$ cat src/mi3_fifo.sv
// Small synchronous queue with flag outputs, used between and after stages.
// No package dependency; storage is a register array read at the head.
module mi3_fifo #(
  parameter int DEPTH = 4,
  parameter int WIDTH = 8
) (
  input  logic             clk,
  input  logic             rst,
  input  logic             wr,
  input  logic [WIDTH-1:0] wdata,
  output logic             full,
  input  logic             rd,
  output logic [WIDTH-1:0] rdata,
  output logic             empty
);

  localparam int AW = (DEPTH > 1) ? $clog2(DEPTH) : 1;
  localparam int CW = $clog2(DEPTH + 1);

  logic [WIDTH-1:0] mem [DEPTH];
  logic [AW-1:0]    wptr, rptr;
  logic [CW-1:0]    count;
  logic             do_wr, do_rd;

  assign full  = (count == CW'(DEPTH));
  assign empty = (count == '0);
  assign do_wr = wr && !full;
  assign do_rd = rd && !empty;
  assign rdata = mem[rptr];

  // storage
  always_ff @(posedge clk) begin
    if (do_wr) begin
      mem[wptr] <= wdata;
    end
  end

  // pointers and fill count
  always_ff @(posedge clk) begin
    if (rst) begin
      wptr  <= '0;
      rptr  <= '0;
      count <= '0;
    end else begin
      if (do_wr) begin
        wptr <= (wptr == AW'(DEPTH - 1)) ? '0 : wptr + 1'b1;
      end
      if (do_rd) begin
        rptr <= (rptr == AW'(DEPTH - 1)) ? '0 : rptr + 1'b1;
      end
      if (do_wr && !do_rd) begin
        count <= count + 1'b1;
      end else if (do_rd && !do_wr) begin
        count <= count - 1'b1;
      end
    end
  end

endmodule

$ cat config.mk
export PLATFORM = sky130hd
export DESIGN_NAME = mi3_fifo
export DESIGN_NICKNAME = d
export VERILOG_FILES = /design/src/mi3_fifo.sv
export SDC_FILE = /design/constraint.sdc
export NUM_CORES = 1
export LEC_CHECK = 0
export BUFFER_PORTS_ARGS = -buffer_cell sky130_fd_sc_hd__buf_2
export CORE_MARGIN = 3
export CORE_UTILIZATION = 52
export CTS_BUF_LIST = sky130_fd_sc_hd__clkbuf_16
export DETAILED_ROUTE_END_ITERATION = 10
export HOLD_SLACK_MARGIN = 0.05
export PLACE_DENSITY = 0.73
export SLEW_MARGIN = 20
export SYNTH_ARGS = -nofsm -noshare
export SYNTH_HDL_FRONTEND = slang
export SYNTH_SLANG_ARGS = --single-unit
$ cat constraint.sdc
create_clock -name clk -period 3.2 [get_ports clk]
set_input_delay 0.64 -clock clk [delete_from_list [all_inputs] [get_ports clk]]
set_output_delay 0.64 -clock clk [all_outputs]
set_load 0.03 [all_outputs]
==> out/qor.yml, run 1 <==
setup_viol: 0
layout_commonest_cell: "edfxtp_1"
insertion_delay_ns: 0.28
area.growth.synth_to_final_pct: 17.9
min_path_type: "reg2reg"
via_per_inst: 5.42
stdcell_area_um2: 1940
report.final.hold_viol_count: 0
slew_viol_final: 0
htree_levels: 2
r2r.worst_path.cells: 9
routed_wirelength_um: 2570
worstMarginPinSlew_ns: 0.544
die-area_um2: 3880
switching_power_mw: 0.495
hold_depth: 2
netlist-cell-type-count: 26
intPower_mw: 1.16
cap_viol_max_count: 0
drc: 0
crit_required_ns: 2.56
finalHoldWorstSlack_ns: 0.510
detail_route.first_pass.iterations: 4
min_from: "rptr[0]"
proportion_of_power_drawn_by_combinational_gates_pct: 24.9
p_sw_share_pct: 29.9
cts_hold_buffers: 0
initial_utilization_pct: 57.2
worstPathMaxFanout: 8
ant_nets: 0
io_pins: 22
total_nets_final: 135
routed_wire_length_per_instance_um: 16.2
ys.warnings.count: 0
finClkSkew_ns: 0.00240
initialDrtViolationCount: 48
grt_pass1_wl_um: 4430
synth_fp_nets: 111
worst_r2r_endpoint: "count[2]"
ys_seq_area_share_pct: 69.4
tritoncts_clock_tree: "done"
ctsRootBufferMaster: "clkbuf_16"
timing.setup.critical_path_class: "reg2out"
power.density_nw_per_um2: 852
achievable-frequency_mhz: 423
power.sequential.fraction_pct: 43.3
via_count_of_the_first_global_routing_pass: 931
worst_setup_path_start_kind: "flop"
gr-total-overflow: 0
die_height_um: 62.3
grt_max_degree: 14
critical_path_arrival_ns: 1.72
cellLeakagePower_nw: 0.729
place.gp.congestion: 0.658
numPlacedInstances: 151
cts_post_setup_buffers_inserted: 0
synth_seq_cells: 41
fin_cells: 159
avgSynthCellArea_um2: 17.9
clock_sink_count: 41
clockBufferDepth: 2
layout_min_cycle_time_ns: 2.36
vias: 861
max-slew-margin-rel_pct: 63.7
most-common-layout-cells: "32 x edfxtp_1, 21 x buf_2, 9 x dfxtp_1"
drive_gt1_share_pct: 39.3
route.met3.wl_um: 152
dpl_cell_area_um2: 1780
grt_util_all_layers_pct: 15.5
wl_met1_um: 1090
post_synth_instance_area_um2: 1650
power.clock.fraction_pct: 31.8
path_clk_slew_ns: 0.06
tritoncts.num_buffers: 5
antenna_violations_before_repair: 0
timing.setup.tns_ns: 0
hpwl_um: 1750
fp.dieW_um: 62.3
dr_wl_met2_um: 1270
ff_to_ff_setup_slack_ns: 0.86
placementRows: 19
syn-instance-count: 92
worst_setup_path_end_kind: "primary output"
outcome: "finished clean"
core_area_um2: 2880
n_antenna_cell: 0
cts_repair_resize_count: 0
timing.final.crit_share_pct: 73.8
max_vdd_drop_mv: 0.629
io_buffers: 21
routed.top_layer: "met4"
reg2reg_from: "count[0]"
rsz0062_at_grt: "false"
==> power by group through the flow <==
| stage | combinational [mW] | clock (mW) | sequential [mW] |
|---|---|---|---|
| after floorplan | 0.354 | 0 | 0.690 |
| after global placement | 0.408 | 0 | 0.725 |
| after detailed placement | 0.417 | 0 | 0.728 |
| after CTS | 0.418 | 0.535 | 0.719 |
| after global routing | 0.452 | 0.561 | 0.729 |
| final | 0.411 | 0.525 | 0.716 |
==> area by class of cell <==
cell class,instances,area [um2]
Timing Repair Buffer,21,105
Fill cell,202,937
Inverter,5,23.8
Multi-Input combinational cell,42,457
Tap cell,42,52.6
Clock inverter,2,10.0
Clock buffer,6,150
Sequential cell,41,1140
==> cells by family after synthesis <==
kind of cell / Yosys count / share of synthesized area [%]
and+or+nand+nor: 16 / 5.70
xor gates and xnor gates: 2 / 1.06
AOI/OAI and AO/OA: 7 / 3.04
buffers and inverters: 9 / 2.89
adders and majority gates: 7 / 5.78
muxes: 10 / 12.2
DFF: 41 / 69.4
==> Yosys cell counts, drive strengths merged <==
master   n  area (um2)
o21ai    2        10.0
fa       1        20.0
o31ai    2        25.0
and3     4        30.0
mux4     8         180
a21oi    3        15.0
buf      3        20.0
or3      2        13.8
dfxtp    9         180
ha       6        75.1
nand3    2        10.0
nor2     4        17.5
clkbuf   1        3.75
edfxtp  32         961
mux2i    2        20.0
nor3     2        10.0
clkinv   1        8.76
xor2     2        17.5
or3b     1        8.76
nand2    1        3.75
inv      4        15.0
==> how the worst max path moves through the flow <==
stage / start / to / slack, ns
after floorplan: count[0] / count[2] / 0.98
after global routing: count[0] / count[2] / 0.62
after global placement: wr / count[2] / 0.88
final: flop / rdata[1] / 0.84
after detailed placement: wr / count[2] / 0.80
after CTS: flop / rdata[1] / 0.80
==> per-layer routing <==
layer	vias up	track usage, %
met4	0	7.99
li1	403	-
met5	-	0
met2	21	25.8
met3	7	6.67
met1	430	16.7
==> flip-flops by register name, summed over array words and instances, names as in the netlist, named ones only <==
signal and flops:
count 3, mem 32, rptr 2, wptr 2
==> through the flow <==
stage          worst slack [ns]  utilization (%)  power (mW)
2_1_floorplan             0.985                -        1.04
3_3_place_gp              0.880             61.9        1.13
3_5_place_dp              0.803             61.9        1.15
4_1_cts                   0.797             67.4        1.67
5_1_grt                   0.625             67.4        1.74
6_report                  0.838             67.4        1.65
==> worst max-delay path, cell delays in order (launching register included) <==
cell,delay [ns]
dfxtp_1,0.66
mux4_2,0.58
buf_2,0.19
(Power assumes the default switching activity.)
==> inputs of run 2 (changes only) <==
Settings changed: CORE_UTILIZATION 52 to 50.
Clock period 3.2 ns to 1.9 ns, I/O delays scaled along.
==> run 2 against run 1 <==
Against the previous run:
- the run now ends with setup timing left
- register-to-register slack lost 0.92 ns
- die area grew 3.6%
- setup slack lost 0.89 ns
- critical path depth grew 7
- largest cell class unchanged
- highest routed layer unchanged
==> out/qor.yml, run 2 (same netlist as run 1, synthesis figures left out) <==
ctsRootBufferMaster: "clkbuf_16"
drive_gt1_share_pct: 50.4  # +11 points
crit_required_ns: 2.11  # -0.45 ns
die-area_um2: 4020  # +3.6%
initial_utilization_pct: 53.0  # -4.2 points
io_pins: 22  # unchanged
routed_wire_length_per_instance_um: 15.0  # -7.4%
post_placement_worst_setup_slack_ns: -0.159  # -0.962 ns
detail_route.first_pass.iterations: 4  # unchanged
gr-total-overflow: 0  # unchanged
min_path_type: "in2reg"
registers.top_by_ff_count: "mem"
cts_hold_buffers: 0  # unchanged
path_clk_slew_ns: 0.05  # about the same
via_count_of_the_first_global_routing_pass: 961  # +3.2%
fill_cells: 230  # +14%
initialDrtViolationCount: 28  # -42%
timing.setup.critical_path_class: "reg2reg"
layout_commonest_cell: "edfxtp_1"
place.gp.congestion: 0.750  # +14%
finClkSkew_ns: 0.00267  # +0.000279 ns
violations: "setup timing"
critical_path_arrival_ns: 2.16  # +0.44 ns
fp.dieW_um: 63.4  # +1.8%
clockBufferDepth: 2  # unchanged
stdcell_area_um2: 2070  # +6.6%
finalHoldWorstSlack_ns: 0.313  # -0.197 ns
antenna_violations_before_repair: 0  # unchanged
tritoncts_clock_tree: "done"
vias: 870  # +1.0%
tritoncts.num_buffers: 5  # unchanged
power.density_nw_per_um2: 1390  # +64%
rsz0062_at_grt: "true"
worstMarginPinSlew_ns: 0.405  # -0.140 ns
layout_min_cycle_time_ns: 1.96
setup_viol: 1  # +1
slew_viol_final: 0  # unchanged
report.final.hold_viol_count: 0  # unchanged
numPlacedInstances: 163  # +7.9%
max_ffs_per_register: 32  # unchanged
ant_nets: 0  # unchanged
setup_ws_ns: -0.0557  # -0.893 ns
grt_util_all_layers_pct: 15.2  # -0.27 points
worst_setup_path_start_kind: "flop"
cellLeakagePower_nw: 0.778  # +6.7%
die_height_um: 63.4  # +1.8%
max-slew-margin-rel_pct: 73.0  # +9.3 points
outcome: "finished with violations"
grt_pass1_wl_um: 4450  # +0.47%
placementRows: 20  # +1
via_per_inst: 5.09  # -6.0%
worst_setup_path_end_kind: "flop"
fin_cells: 171  # +7.5%
drc: 0  # unchanged
cap_viol_max_count: 0  # unchanged
insertion_delay_ns: 0.28  # about the same
worstPathMaxFanout: 2  # -6
area.growth.synth_to_final_pct: 25.6
cts_post_setup_buffers_inserted: 0  # unchanged
hpwl_um: 1830  # +4.4%
grt_max_degree: 14  # unchanged
dpl_cell_area_um2: 1890  # +6.0%
timing.final.crit_share_pct: 103
clock_sink_count: 41  # unchanged
core_area_um2: 3100  # +7.9%
most-common-layout-cells: "32 x edfxtp_1, 19 x buf_2, 10 x buf_4"
top_regs: "mem: 32 flops, count: 3 flops"
io_buffers: 21  # unchanged
achievable-frequency_mhz: 511
total_nets_final: 145  # +7.4%
max_vdd_drop_mv: 1.08  # +72%
routed_wirelength_um: 2560  # -0.39%
n_antenna_cell: 0  # unchanged
htree_levels: 2  # unchanged
==> run 2: cell count changes in the layout (fill, tap and decap cells not counted), moves of 2 or more <==
| cell | previous run | this run |
|---|---|---|
| buf_2 | 21 | 19 |
| buf_6 | 0 | 2 |
| dfxtp_4 | 0 | 2 |
| buf_4 | 0 | 10 |
| clkinv_2 | 0 | 2 |
| dfxtp_1 | 9 | 6 |
==> run 2: path summary, 6_finish.rpt <==
check	cells past startpoint	slack [ns]	startpoint	endpoint
max	9	-0.06	count[2]	count[2]
min	1	0.31	wdata[4]	mem[0][4]
max reg2reg	9	-0.06	count[2]	count[2]
min reg2reg	2	0.49	rptr[0]	flop
==> run 2: final cells by class <==
class / count / area (um2) / share of cell area (%)
multi-input combinational: 42 / 495 / 24.0
clock inverter: 3 / 17.5 / 0.847
timing repair buffer: 31 / 193 / 9.32
inverter: 5 / 31.3 / 1.51
clock buffer: 5 / 125 / 6.05
sequential: 41 / 1150 / 55.6
tap: 44 / 55.1 / 2.66
==> run 2: through the flow <==
stage,utilization [%],total power [mW],TNS (ns)
6_report,66.6,2.88,-0.0557
5_1_grt,66.6,3.05,-0.135
4_1_cts,66.3,2.91,-0.0672
3_5_place_dp,60.8,2.06,-0.178
3_3_place_gp,60.8,2.03,-0.0989
2_1_floorplan,-,1.80,-0.137
==> run 2: what timing repair did <==
action,in CTS,in global routing
pin swaps,6,1
gates resized for setup,5,5
endpoints found under the setup margin,2,9
==> run 2: metal layers <==
layer	global-route usage (%)	routed length, um
met3	5.70	151
met1	16.5	982
met4	8.63	63
met2	25.4	1360
met5	0	0
==> run 2: critical path, cell delays in order, from the launching register on <==
cell and delay, ns:
dfxtp_2 0.32, or3b_4 0.27, clkinv_8 0.05, nor2_4 0.10
ha_4 0.14, inv_2 0.03, fa_2 0.33, xor2_1 0.16
or3_4 0.33, a21oi_2 0.14
==> run 2: where the power goes <==
part	total [mW]	switching (mW)	internal (mW)
Combinational	0.924	0.498	0.426
Sequential	1.17	0.0660	1.11
Clock	0.785	0.305	0.480
Total	2.88	0.869	2.01
